**src/avt_pkg.sv**
```systemverilog
package avt_pkg;

	typedef enum logic [1:0] {
		KIND_VERTEX,
		KIND_TICK,
		KIND_VIEW,
		KIND_PLACE
	} avt_kind_t;

	localparam logic [2:0] CFG_SCALE_X = 3'd0;
	localparam logic [2:0] CFG_SCALE_Y = 3'd1;
	localparam logic [2:0] CFG_COS     = 3'd2;
	localparam logic [2:0] CFG_SIN     = 3'd3;
	localparam logic [2:0] CFG_STEP_X  = 3'd4;
	localparam logic [2:0] CFG_STEP_Y  = 3'd5;
	localparam logic [2:0] CFG_LIMIT_X = 3'd6;

	localparam logic signed [15:0] RST_SCALE = 16'sd256;
	localparam logic signed [15:0] RST_COS   = 16'sd16384;
	localparam logic signed [15:0] RST_SIN   = 16'sd0;
	localparam logic [31:0]        RST_STEP_X = 32'd65536;
	localparam logic [31:0]        RST_STEP_Y = 32'd0;
	localparam logic [30:0]        RST_LIMIT_X = 31'd41943040;
	localparam logic [31:0]        Q_ONE = 32'd65536;

	localparam int              VIEW_WORDS = 6;
	localparam logic [2:0]      VW_A00 = 3'd0;
	localparam logic [2:0]      VW_A01 = 3'd1;
	localparam logic [2:0]      VW_A10 = 3'd2;
	localparam logic [2:0]      VW_A11 = 3'd3;
	localparam logic [2:0]      VW_TX  = 3'd4;
	localparam logic [2:0]      VW_TY  = 3'd5;

	localparam int VTX_STEPS = 17;
	localparam int STEP_W    = $clog2(VTX_STEPS);

	typedef enum logic [2:0] {
		ST_IDLE,
		ST_VTX,
		ST_TICK_REV,
		ST_TICK_ADD,
		ST_DONE
	} avt_state_t;

	typedef enum logic [1:0] {MA_IN_X, MA_IN_Y, MA_UX, MA_UY} mul_a_t;
	typedef enum logic [2:0] {
		MB_SCX, MB_SCY, MB_COS, MB_SIN, MB_A00, MB_A01, MB_A10, MB_A11
	} mul_b_t;
	typedef enum logic [1:0] {ACC_HOLD, ACC_LOAD, ACC_ADD, ACC_SUB} acc_op_t;
	typedef enum logic [1:0] {SH_8, SH_14, SH_16} fin_sh_t;
	typedef enum logic [1:0] {FA_NONE, FA_VTX, FA_VTY} fin_add_t;
	typedef enum logic {FD_UX, FD_UY} fin_dst_t;

	typedef struct packed {
		mul_a_t   mul_a;
		mul_b_t   mul_b;
		acc_op_t  acc_op;
		logic     fin_en;
		fin_dst_t fin_dst;
		fin_sh_t  fin_sh;
		fin_add_t fin_add;
		logic     trans_en;
		logic     last;
	} avt_uop_t;

	typedef struct packed {
		logic     capture;
		avt_uop_t uop;
		logic     tick_rev;
		logic     tick_add;
		logic     out_load;
		logic     out_kind;
	} avt_cmd_t;

	function automatic avt_uop_t avt_uop(input logic [STEP_W-1:0] step);
		avt_uop_t u;
		u = '0;
		case (step)
			STEP_W'(0): begin
				u.mul_a = MA_IN_X; u.mul_b = MB_SCX;
			end
			STEP_W'(1): begin
				u.mul_a = MA_IN_Y; u.mul_b = MB_SCY; u.acc_op = ACC_LOAD;
			end
			STEP_W'(2): begin
				u.acc_op = ACC_LOAD;
				u.fin_en = 1'b1; u.fin_sh = SH_8; u.fin_dst = FD_UX;
			end
			STEP_W'(3): begin
				u.fin_en = 1'b1; u.fin_sh = SH_8; u.fin_dst = FD_UY;
			end
			STEP_W'(4): begin
				u.mul_a = MA_UX; u.mul_b = MB_COS;
			end
			STEP_W'(5): begin
				u.mul_a = MA_UY; u.mul_b = MB_SIN; u.acc_op = ACC_LOAD;
			end
			STEP_W'(6): begin
				u.mul_a = MA_UX; u.mul_b = MB_SIN; u.acc_op = ACC_SUB;
			end
			STEP_W'(7): begin
				u.mul_a = MA_UY; u.mul_b = MB_COS; u.acc_op = ACC_LOAD;
				u.fin_en = 1'b1; u.fin_sh = SH_14; u.fin_dst = FD_UX;
			end
			STEP_W'(8): begin
				u.acc_op = ACC_ADD;
			end
			STEP_W'(9): begin
				u.fin_en = 1'b1; u.fin_sh = SH_14; u.fin_dst = FD_UY;
			end
			STEP_W'(10): begin
				u.trans_en = 1'b1;
			end
			STEP_W'(11): begin
				u.mul_a = MA_UX; u.mul_b = MB_A00;
			end
			STEP_W'(12): begin
				u.mul_a = MA_UY; u.mul_b = MB_A10; u.acc_op = ACC_LOAD;
			end
			STEP_W'(13): begin
				u.mul_a = MA_UX; u.mul_b = MB_A01; u.acc_op = ACC_ADD;
			end
			STEP_W'(14): begin
				u.mul_a = MA_UY; u.mul_b = MB_A11; u.acc_op = ACC_LOAD;
				u.fin_en = 1'b1; u.fin_sh = SH_16; u.fin_dst = FD_UX;
				u.fin_add = FA_VTX;
			end
			STEP_W'(15): begin
				u.acc_op = ACC_ADD;
			end
			STEP_W'(16): begin
				u.fin_en = 1'b1; u.fin_sh = SH_16; u.fin_dst = FD_UY;
				u.fin_add = FA_VTY; u.last = 1'b1;
			end
			default: begin
				u = '0;
			end
		endcase
		return u;
	endfunction

endpackage

```
**src/avt_ctrl.sv**
```systemverilog
module avt_ctrl import avt_pkg::*; (
	input  logic      clk,
	input  logic      arst_n,
	input  logic      s_tvalid,
	input  avt_kind_t kind,
	input  logic      m_tready,
	output logic      s_tready,
	output logic      m_tvalid,
	output avt_cmd_t  cmd
);

	avt_state_t        state_q, state_d;
	logic [STEP_W-1:0] step_q;
	avt_kind_t         kind_q;
	logic              out_valid_q;
	logic              accept;
	avt_uop_t          uop;

	assign s_tready = (state_q == ST_IDLE);
	assign m_tvalid = out_valid_q;
	assign accept   = s_tvalid && s_tready;
	assign uop      = avt_uop(step_q);

	always_comb begin
		state_d = state_q;
		case (state_q)
			ST_IDLE: begin
				if (accept) begin
					case (kind)
						KIND_VERTEX: state_d = ST_VTX;
						KIND_TICK:   state_d = ST_TICK_REV;
						default:     state_d = ST_IDLE;
					endcase
				end
			end
			ST_VTX: begin
				if (uop.last) state_d = ST_DONE;
			end
			ST_TICK_REV: state_d = ST_TICK_ADD;
			ST_TICK_ADD: state_d = ST_DONE;
			ST_DONE: begin
				if (!out_valid_q || m_tready) state_d = ST_IDLE;
			end
			default: state_d = ST_IDLE;
		endcase
	end

	always_comb begin
		cmd          = '0;
		cmd.capture  = accept;
		cmd.out_kind = (kind_q == KIND_TICK);
		case (state_q)
			ST_VTX:      cmd.uop = uop;
			ST_TICK_REV: cmd.tick_rev = 1'b1;
			ST_TICK_ADD: cmd.tick_add = 1'b1;
			ST_DONE:     cmd.out_load = !out_valid_q || m_tready;
			default:     cmd.uop = '0;
		endcase
	end

	always_ff @(posedge clk or negedge arst_n) begin
		if (!arst_n) begin
			state_q     <= ST_IDLE;
			step_q      <= '0;
			kind_q      <= KIND_VERTEX;
			out_valid_q <= 1'b0;
		end else begin
			state_q <= state_d;
			if (accept) begin
				step_q <= '0;
				kind_q <= kind;
			end else if (state_q == ST_VTX) begin
				step_q <= step_q + 1'b1;
			end
			if (cmd.out_load) begin
				out_valid_q <= 1'b1;
			end else if (m_tready) begin
				out_valid_q <= 1'b0;
			end
		end
	end

endmodule

```
**src/avt_dp.sv**
```systemverilog
module avt_dp import avt_pkg::*; (
	input  logic        clk,
	input  logic        arst_n,
	input  avt_cmd_t    cmd,
	input  avt_kind_t   kind,
	input  logic [31:0] coord_x,
	input  logic [31:0] coord_y,
	input  logic [2:0]  view_index,
	input  logic [31:0] view_value,
	input  logic        cfg_we,
	input  logic [2:0]  cfg_index,
	input  logic [31:0] cfg_data,
	output logic [31:0] out_x,
	output logic [31:0] out_y,
	output logic        out_kind
);

	logic signed [15:0] scale_x_q, scale_y_q, cos_q, sin_q;
	logic [31:0]        step_x_q, step_y_q;
	logic [30:0]        limit_x_q;
	logic [31:0]        pos_x_q, pos_y_q;
	logic               rev_q;
	logic [31:0]        view_q [VIEW_WORDS];

	logic [31:0]        in_x_q, in_y_q, ux_q, uy_q;
	logic signed [63:0] mul_s1;
	logic signed [65:0] acc_q;
	logic [31:0]        out_x_q, out_y_q;
	logic               out_kind_q;

	logic signed [31:0] mul_a, mul_b;
	logic signed [63:0] prod;
	logic signed [65:0] prod_ext, rnd_sum, shifted, fin_sum, addend;
	logic [31:0]        fin_val;
	logic               flip, rev_new;

	function automatic logic [31:0] sat_66(input logic signed [65:0] v);
		logic [31:0] r;
		if (v[65:31] == '0 || v[65:31] == '1) r = v[31:0];
		else r = v[65] ? 32'h8000_0000 : 32'h7FFF_FFFF;
		return r;
	endfunction

	function automatic logic [31:0] add_sat(input logic [31:0] a, input logic [31:0] b);
		logic [32:0] s;
		logic [31:0] r;
		s = {a[31], a} + {b[31], b};
		if (s[32] == s[31]) r = s[31:0];
		else r = s[32] ? 32'h8000_0000 : 32'h7FFF_FFFF;
		return r;
	endfunction

	function automatic logic [31:0] eff_step(input logic [31:0] s, input logic r);
		logic [31:0] n;
		n = (s == 32'h8000_0000) ? 32'h7FFF_FFFF : 32'd0 - s;
		return r ? n : s;
	endfunction

	always_comb begin
		case (cmd.uop.mul_a)
			MA_IN_X: mul_a = in_x_q;
			MA_IN_Y: mul_a = in_y_q;
			MA_UX:   mul_a = ux_q;
			MA_UY:   mul_a = uy_q;
			default: mul_a = in_x_q;
		endcase
		case (cmd.uop.mul_b)
			MB_SCX:  mul_b = 32'(scale_x_q);
			MB_SCY:  mul_b = 32'(scale_y_q);
			MB_COS:  mul_b = 32'(cos_q);
			MB_SIN:  mul_b = 32'(sin_q);
			MB_A00:  mul_b = view_q[VW_A00];
			MB_A01:  mul_b = view_q[VW_A01];
			MB_A10:  mul_b = view_q[VW_A10];
			MB_A11:  mul_b = view_q[VW_A11];
			default: mul_b = 32'(scale_x_q);
		endcase
	end

	assign prod     = mul_a * mul_b;
	assign prod_ext = 66'(mul_s1);

	always_comb begin
		case (cmd.uop.fin_sh)
			SH_8: begin
				rnd_sum = acc_q + 66'sd128;
				shifted = rnd_sum >>> 8;
			end
			SH_14: begin
				rnd_sum = acc_q + 66'sd8192;
				shifted = rnd_sum >>> 14;
			end
			default: begin
				rnd_sum = acc_q + 66'sd32768;
				shifted = rnd_sum >>> 16;
			end
		endcase
		case (cmd.uop.fin_add)
			FA_VTX:  addend = 66'(signed'(view_q[VW_TX]));
			FA_VTY:  addend = 66'(signed'(view_q[VW_TY]));
			default: addend = '0;
		endcase
		fin_sum = shifted + addend;
		fin_val = sat_66(fin_sum);
	end

	assign flip    = pos_x_q[31] || (pos_x_q[30:0] > limit_x_q);
	assign rev_new = rev_q ^ flip;

	always_ff @(posedge clk or negedge arst_n) begin
		if (!arst_n) begin
			scale_x_q <= RST_SCALE;
			scale_y_q <= RST_SCALE;
			cos_q     <= RST_COS;
			sin_q     <= RST_SIN;
			step_x_q  <= RST_STEP_X;
			step_y_q  <= RST_STEP_Y;
			limit_x_q <= RST_LIMIT_X;
		end else if (cfg_we) begin
			case (cfg_index)
				CFG_SCALE_X: scale_x_q <= cfg_data[15:0];
				CFG_SCALE_Y: scale_y_q <= cfg_data[15:0];
				CFG_COS:     cos_q     <= cfg_data[15:0];
				CFG_SIN:     sin_q     <= cfg_data[15:0];
				CFG_STEP_X:  step_x_q  <= cfg_data;
				CFG_STEP_Y:  step_y_q  <= cfg_data;
				CFG_LIMIT_X: limit_x_q <= cfg_data[30:0];
				default:     limit_x_q <= limit_x_q;
			endcase
		end
	end

	always_ff @(posedge clk or negedge arst_n) begin
		if (!arst_n) begin
			pos_x_q <= '0;
			pos_y_q <= '0;
			rev_q   <= 1'b0;
			for (int i = 0; i < VIEW_WORDS; i++) begin
				view_q[i] <= (i == int'(VW_A00) || i == int'(VW_A11)) ? Q_ONE : '0;
			end
		end else begin
			if (cmd.capture && kind == KIND_PLACE) begin
				pos_x_q <= coord_x;
				pos_y_q <= coord_y;
				rev_q   <= 1'b0;
			end
			if (cmd.capture && kind == KIND_VIEW && view_index < 3'(VIEW_WORDS)) begin
				view_q[view_index] <= view_value;
			end
			if (cmd.tick_rev) begin
				rev_q <= rev_new;
			end
			if (cmd.tick_add) begin
				pos_x_q <= add_sat(pos_x_q, ux_q);
				pos_y_q <= add_sat(pos_y_q, uy_q);
			end
		end
	end

	always_ff @(posedge clk) begin
		mul_s1 <= prod;
		if (cmd.capture) begin
			in_x_q <= coord_x;
			in_y_q <= coord_y;
		end
		case (cmd.uop.acc_op)
			ACC_LOAD: acc_q <= prod_ext;
			ACC_ADD:  acc_q <= acc_q + prod_ext;
			ACC_SUB:  acc_q <= acc_q - prod_ext;
			default:  acc_q <= acc_q;
		endcase
		if (cmd.uop.fin_en) begin
			if (cmd.uop.fin_dst == FD_UX) ux_q <= fin_val;
			else uy_q <= fin_val;
		end
		if (cmd.uop.trans_en) begin
			ux_q <= add_sat(ux_q, pos_x_q);
			uy_q <= add_sat(uy_q, pos_y_q);
		end
		if (cmd.tick_rev) begin
			ux_q <= eff_step(step_x_q, rev_new);
			uy_q <= eff_step(step_y_q, rev_new);
		end
		if (cmd.out_load) begin
			out_kind_q <= cmd.out_kind;
			out_x_q    <= cmd.out_kind ? pos_x_q : ux_q;
			out_y_q    <= cmd.out_kind ? pos_y_q : uy_q;
		end
	end

	assign out_x    = out_x_q;
	assign out_y    = out_y_q;
	assign out_kind = out_kind_q;

endmodule

```
**src/affine_vertex_transform_bounce_top.sv**
```systemverilog
// Affine vertex transform with a bouncing position.
// Input words arrive on s_tvalid/s_tready; s_tuser carries the item kind
// (vertex, tick, view word write, place position). Vertex and tick items
// each give one result word on m_tvalid/m_tready; view writes and place
// items give none.
// Configuration registers are written through cfg_we/cfg_index/cfg_data, with no
// read-back; the user must write them while the block is idle (not enforced).
// A vertex runs 17 steps through one shared 32x32 multiplier and one
// accumulator (scale, rotate, translate, view map), then loads the output
// register; the next word is taken only after that output load. A tick
// passes through a reverse check, an add and an output load. View and place
// words complete in the accepting cycle, so they can follow back to back.
// The output register holds a result until taken; a finished item waits in
// its last state only while the previous result is still held, so the next
// word is accepted while a result waits.
// Reset restores the register defaults, zeroes the position, clears the
// reversal flag and loads the identity view matrix.
module affine_vertex_transform_bounce_top import avt_pkg::*; (
	input  logic         clk,
	input  logic         arst_n,
	input  logic         s_tvalid,
	output logic         s_tready,
	input  logic [103:0] s_tdata,   // coord_x, coord_y, view_index, view_value, zero pad
	input  logic [1:0]   s_tuser,   // kind
	output logic         m_tvalid,
	input  logic         m_tready,
	output logic [63:0]  m_tdata,   // out_x, out_y
	output logic         m_tuser,   // result_kind
	input  logic         cfg_we,
	input  logic [2:0]   cfg_index,
	input  logic [31:0]  cfg_data
);

	avt_cmd_t  cmd;
	avt_kind_t kind;
	logic [31:0] out_x, out_y;

	assign kind = avt_kind_t'(s_tuser);

	avt_ctrl u_ctrl (
		.clk      (clk),
		.arst_n   (arst_n),
		.s_tvalid (s_tvalid),
		.kind     (kind),
		.m_tready (m_tready),
		.s_tready (s_tready),
		.m_tvalid (m_tvalid),
		.cmd      (cmd)
	);

	avt_dp u_dp (
		.clk        (clk),
		.arst_n     (arst_n),
		.cmd        (cmd),
		.kind       (kind),
		.coord_x    (s_tdata[31:0]),
		.coord_y    (s_tdata[63:32]),
		.view_index (s_tdata[66:64]),
		.view_value (s_tdata[98:67]),
		.cfg_we     (cfg_we),
		.cfg_index  (cfg_index),
		.cfg_data   (cfg_data),
		.out_x      (out_x),
		.out_y      (out_y),
		.out_kind   (m_tuser)
	);

	assign m_tdata = {out_y, out_x};

endmodule

```
**config.mk**
```make
export PLATFORM = sky130hd
export DESIGN_NAME = affine_vertex_transform_bounce_top
export DESIGN_NICKNAME = d
export VERILOG_FILES = /design/src/avt_pkg.sv /design/src/avt_ctrl.sv /design/src/avt_dp.sv /design/src/affine_vertex_transform_bounce_top.sv
export SDC_FILE = /design/constraint.sdc
export NUM_CORES = 2
export LEC_CHECK = 0
export BUFFER_PORTS_ARGS = -buffer_cell sky130_fd_sc_hd__buf_2
export CORE_UTILIZATION = 30
export CTS_BUF_LIST = sky130_fd_sc_hd__clkbuf_8
export CTS_CLUSTER_DIAMETER = 30
export DETAILED_ROUTE_END_ITERATION = 8
export GPL_TIMING_DRIVEN = 0
export HOLD_SLACK_MARGIN = 0.1
export MAX_ROUTING_LAYER = met4
export PLACE_DENSITY_LB_ADDON = 0.1
export SYNTH_ARGS = -nofsm -noshare
export SYNTH_HDL_FRONTEND = slang
export SYNTH_SLANG_ARGS = --single-unit
export TNS_END_PERCENT = 30
```
**constraint.sdc**
```tcl
create_clock -name clk -period 13.5 [get_ports clk]
set_input_delay 1.35 -clock clk [delete_from_list [all_inputs] [get_ports clk]]
set_output_delay 1.35 -clock clk [all_outputs]
set_load 0.005 [all_outputs]
```
; Word-level counts from Yosys, hierarchy flattened
; Index checks and enable logic that the tools add are counted.
[word_totals]
register_bits = 750
in_bits = 146
out_inout_bits = 67
[op_classes]
addsub = 11
mul = 1
magnitude_cmp = 4
n_eq_ne = 55
mux = 53
n_bitwise = 2
reduce_logical = 35
[op_table]
columns = cell, n
row1 = $mux 32, 25
row2 = $pmux 66 s2, 2
row3 = $pmux 32 s8, 1
row4 = $pmux 66 s3, 1
row5 = $bwmux 192, 1
row6 = $pmux 32 s4, 1
row7 = $demux 32 s3, 1
row8 = $add 32x32->33, 2
row9 = $add 66x15->66 const B, 1
row10 = $add 66x17->66 const B, 1
row11 = $add 66x64->66, 1
row12 = $add 66x66->66, 1
row13 = $add 66x9->66 const B, 1
row14 = $sub 66x64->66, 1
row15 = $eq 32x32->1 const B, 2
row16 = $mul 32x32->64, 1
row17 = $sub 1x32->32 const A, 2
row18 = $pmux 5 s9, 1
row19 = $eq 5x4->1 const B, 8
row20 = $eq 35x35->1 const B, 1
row21 = $logic_not 35->1, 1
row22 = $gt 31x31->1, 1
row23 = $eq 3x3->1 const B, 8
row24 = $pmux 4 s6, 1
row25 = other kinds (36), 95

; Depth between registers and ports, before layout
[logic_depth]
word_depth = 14
ltp_mapped = 45
ltp_nobuf = 42

; Modules after synthesis
; Synthesis repeated with hierarchy kept, for this count alone.
[hier_totals]
cells_unflattened = 9053
area_unflattened_um2 = 85160.4
[by_module_without_submodules]
columns = module, instances, cells_per_inst, area_each_um2, seq_area_each_um2
row1 = avt_dp, 1, 8933, 84252.1, 19478.7
row2 = avt_ctrl, 1, 120, 908.4, 275.3

; Worst setup path before layout
; Ideal clock, no wire load.
[synth_path]
path_kind = reg-to-reg
startpoint = register u_ctrl.state_q[2]
endpoint = register u_dp.mul_s1[61]
setup_time_ns = 0.072
arrival_time_ns = 10.097
required_time_ns = 13.428
path_slack_ns = 3.331
path_stages_with_launch = 37
period_less_slack_ns = 10.169
path_cell_list = dfrtp_1 clkbuf_1 nor2b_1 nand2b_1 clkbuf_1 nor4_1 clkbuf_1 mux2i_1 mux2i_1 clkbuf_1 nand2_1 fa_1 inv_1 fa_1 inv_1 fa_1 fa_1 inv_1 fa_1 fa_1 fa_1 inv_1 fa_1 inv_1 ha_1 clkbuf_1 a21o_1 a211o_1 a21oi_1 nand2_1 o211ai_1 a21o_1 o31ai_1 o41ai_1 nor2_1 a221oi_1 xnor2_1
[synth_via]
elab_chain_len = 5
[synth_lines]
columns = item, line_no
row1 = "start, declared", avt_ctrl.sv:12  ; avt_state_t state_q, state_d;
row2 = "start signal, assigned", avt_ctrl.sv:68  ; state_q <= state_d;
row3 = $eq 3x1->1 (*), avt_ctrl.sv:52  ; case (state_q)
row4 = $mux 15 (*), avt_ctrl.sv:52
row5 = "$eq 3x3->1, or another cell as far along", avt_dp.sv:67  ; case (cmd.uop.mul_b)
row6 = $pmux 32 s8 or $pmux 32 s4 (tied branches), "avt_dp.sv:67, avt_dp.sv:60"
row7 = $mul 32x32->64 (*), avt_dp.sv:80  ; assign prod = mul_a * mul_b;
row8 = named net u_dp.prod[61], avt_dp.sv:32  ; logic signed [63:0] prod;
row9 = "end signal, assigned", avt_dp.sv:161  ; mul_s1 <= prod;
row10 = "end, declared", avt_dp.sv:26  ; logic signed [63:0] mul_s1;
; Mark *: on every way through the listed nets, which the timed path passes. The rest lies on a longest branch.
; A chain may end at the register's enable or synchronous reset.

; Worst setup path after layout
[layout_path]
startpoint = register u_ctrl.state_q[2]
endpoint = register u_dp.mul_s1[59]
; Same word-level chain as after synthesis.

==> impl_metrics.tcl <==
set metrics [dict create \
    run_status "complete, but fails checks" \
    violations "capacitance limit, slew limit" \
    grt_util_all_layers_pct 28.39 \
    fin_area_um2 96790 \
    grt_max_degree 113 \
    cts-root-buf "clkbuf_8" \
    die-area_um2 284400 \
    synth_edf_count 259 \
    drc 0 \
    fp.dieH_um 533.3 \
    finalCriticalPeriod_ns 13.03 \
    cts_buffer_depth 4 \
    clk_pin_slew_ns 0.05 \
    synthTopCellsByArea "fa_1, dfrtp_1, edfxtp_1" \
    crit_type "register to register" \
    ios 213 \
    slew_viol_final 24 \
    layout-drive-gt1-share_pct 13.50 \
    critPathRequiredTime_ns 14.30 \
    ant_nets 0 \
    crit_family "adder cells" \
    finalHoldViolCount 0 \
    cts-buffers-inserted 213 \
    rsz0062_at_grt "false" \
    largest_reg_flops 192 \
    path_common_cell "fa_1" \
    finalSetupViolations 0 \
    syn_area_per_cell_um2 9.417 \
    clkLatencyLatePin_ns 0.99 \
    synth.top_cell.area_share_pct 25.67 \
    viasPerCell 5.309 \
    dp_hpwl_um 324200 \
    drt_iter0_markers 6555 \
    die_x_um 533.3 \
    cpPeakStageDelay_ns 0.88 \
    coreArea_um2 280100 \
    place_area_um2 91590 \
    nets 11100 \
    yosysSeqAreaShare_pct 23.33 \
    antenna_found_initial 40 \
    drv_cap 4 \
    cp_max_fo 10 \
    fin_setup_tns_ns 0 \
    timing.final.crit_share_pct 96.52 \
    end_kind "register" \
    grt-ovfl-total 0 \
    synth.distinct_cells 96 \
    routed_wl_um 392100 \
    async_flop_share_pct 56.93 \
    cts_tree "yes" \
    critPathSlowestCell "clkdlybuf4s15_1" \
    cts.sinks 750 \
    synthCells 8993 \
    ys_ff_latch 750 \
    synth_nets 10640 \
    via_count 71020 \
    htree_levels 4 \
    yosysWarnings 0 \
    worst-path-buf-inv 10 \
    top_register "u_dp.view_q" \
    synth.largest_area_cell "fa_1" \
    place_congestion 1.001 \
    hold_ws_ns 0.3186 \
    initial_utilization_pct 30.23 \
    layout_commonest_cell "inv_1" \
    tightest_slew_ns 1.625 \
    grt_pass1_vias 72690 \
    worstSetupStartpointType "register" \
    fin_skew_ns 0.1350 \
    avgRoutedWirePerCell_um 29.31 \
    synth_area_um2 84690 \
    grt_pass1_wl_um 557900 \
    crit_arrival_ns 13.83 \
    r2r_start "u_ctrl.state_q[2]$_DFFE_PN0P_" \
    hold_buffers 0 \
    final_cell_mix "inv_1, fa_1, nand2_1" \
    synth_flop_cell "dfrtp_1" \
    portBuffers 205 \
    area_growth_pct 14.28 \
    drt_first_pass_iters 7 \
    startpoint "u_ctrl.state_q[2]$_DFFE_PN0P_" \
    max_freq_mhz 76.74 \
    maxSlewHeadroom_pct -9.048 \
    top_regs "u_dp.view_q (192), u_dp.acc_q (66), u_dp.mul_s1 (64)" \
    row_count 194 \
    hold_class "primary input to asynchronous set/reset pin" \
]
[area by class of cell]
class                           count  area (um2)
Timing Repair Buffer              263        1989
Inverter                         1201        4508
Clock inverter                    146        1450
Sequential cell                   750       19750
Clock buffer                      243        3344
Antenna cell                       24       60.06
Fill cell                       29230      183300
Multi-Input combinational cell   6579       59130
Buffer                            447        1891
Tap cell                         3724        4659
[Yosys cell counts (all sizes together), types with 69 or more instances]
| cell | count |
|---|---|
| edfxtp | 259 |
| nand2 | 885 |
| mux2 | 442 |
| o21ai | 414 |
| nand3 | 122 |
| nor2 | 845 |
| dfrtp | 419 |
| xor2 | 218 |
| ha | 415 |
| a21oi | 380 |
| mux2i | 116 |
| nor3 | 105 |
| a21o | 139 |
| nand4 | 85 |
| inv | 1199 |
| nand2b | 69 |
| a22oi | 167 |
| fa | 1086 |
| clkbuf | 403 |
| xnor2 | 270 |
[what timing repair did]
| action | CTS | global route |
|---|---|---|
| buffers inserted | 2 | 2 |
| resized for setup | 47 | 115 |
| setup endpoints to repair | 30 | 15 |
[metrics by stage]
| step | cells | util (%) | worst slack [ns] |
|---|---|---|---|
| global placement | 12920 | 32.26 | -3.669 |
| CTS | 13360 | 34.45 | 0.02550 |
| detailed placement | 12980 | 32.70 | -1.502 |
| floorplan | 8993 | - | 3.331 |
| finish | 13380 | 34.55 | 0.4693 |
| global route | 13370 | 34.55 | 0.01020 |
[metal layers]
layer / GRT usage [%] / up-vias / part of all wire, %
li1: - / 30980 / -
met1: 38.86 / 36720 / 45
met2: 42.28 / 2757 / 44
met3: 4.397 / 566 / 6.9
met4: 10.31 / 0 / 4.4
met5: - / - / 0
[final timing paths]
| check | slack (ns) | depth (start not counted) | end |
|---|---|---|---|
| worst max register to register | 0.47 | 37 | u_dp.mul_s1[59]$_DFF_P_ |
| worst min register to register | 0.49 | 2 | u_ctrl.kind_q[0]$_DFFE_PN0P_ |
| max in group asynchronous | 11.86 | 3 | u_dp.pos_x_q[15]$_DFFE_PN0P_ |
| worst max-delay path | 0.47 | 37 | u_dp.mul_s1[59]$_DFF_P_ |
| worst min-delay path | 0.32 | 1 | u_ctrl.m_tvalid$_DFFE_PN0P_ |
| min in group clk | 0.49 | 2 | u_ctrl.kind_q[0]$_DFFE_PN0P_ |
[kinds of logic (layout without fill, tap and decap cells)]
logic type | count (synthesis) | in the layout | synth area share (%)
mux | 558 | 558 | 7.248
simple gates | 2383 | 2383 | 12.36
other cells | 0 | 24 | 0
fa+ha+maj | 1516 | 1516 | 31.98
compound gates | 1633 | 1633 | 12.55
buf+inv | 1664 | 2300 | 7.464
xor+xnor | 489 | 489 | 5.073
flops | 750 | 750 | 23.33
Power is left out: the tool's default activity adds up to more than one toggle a clock period on the data nets, which glitch-free logic cannot reach.
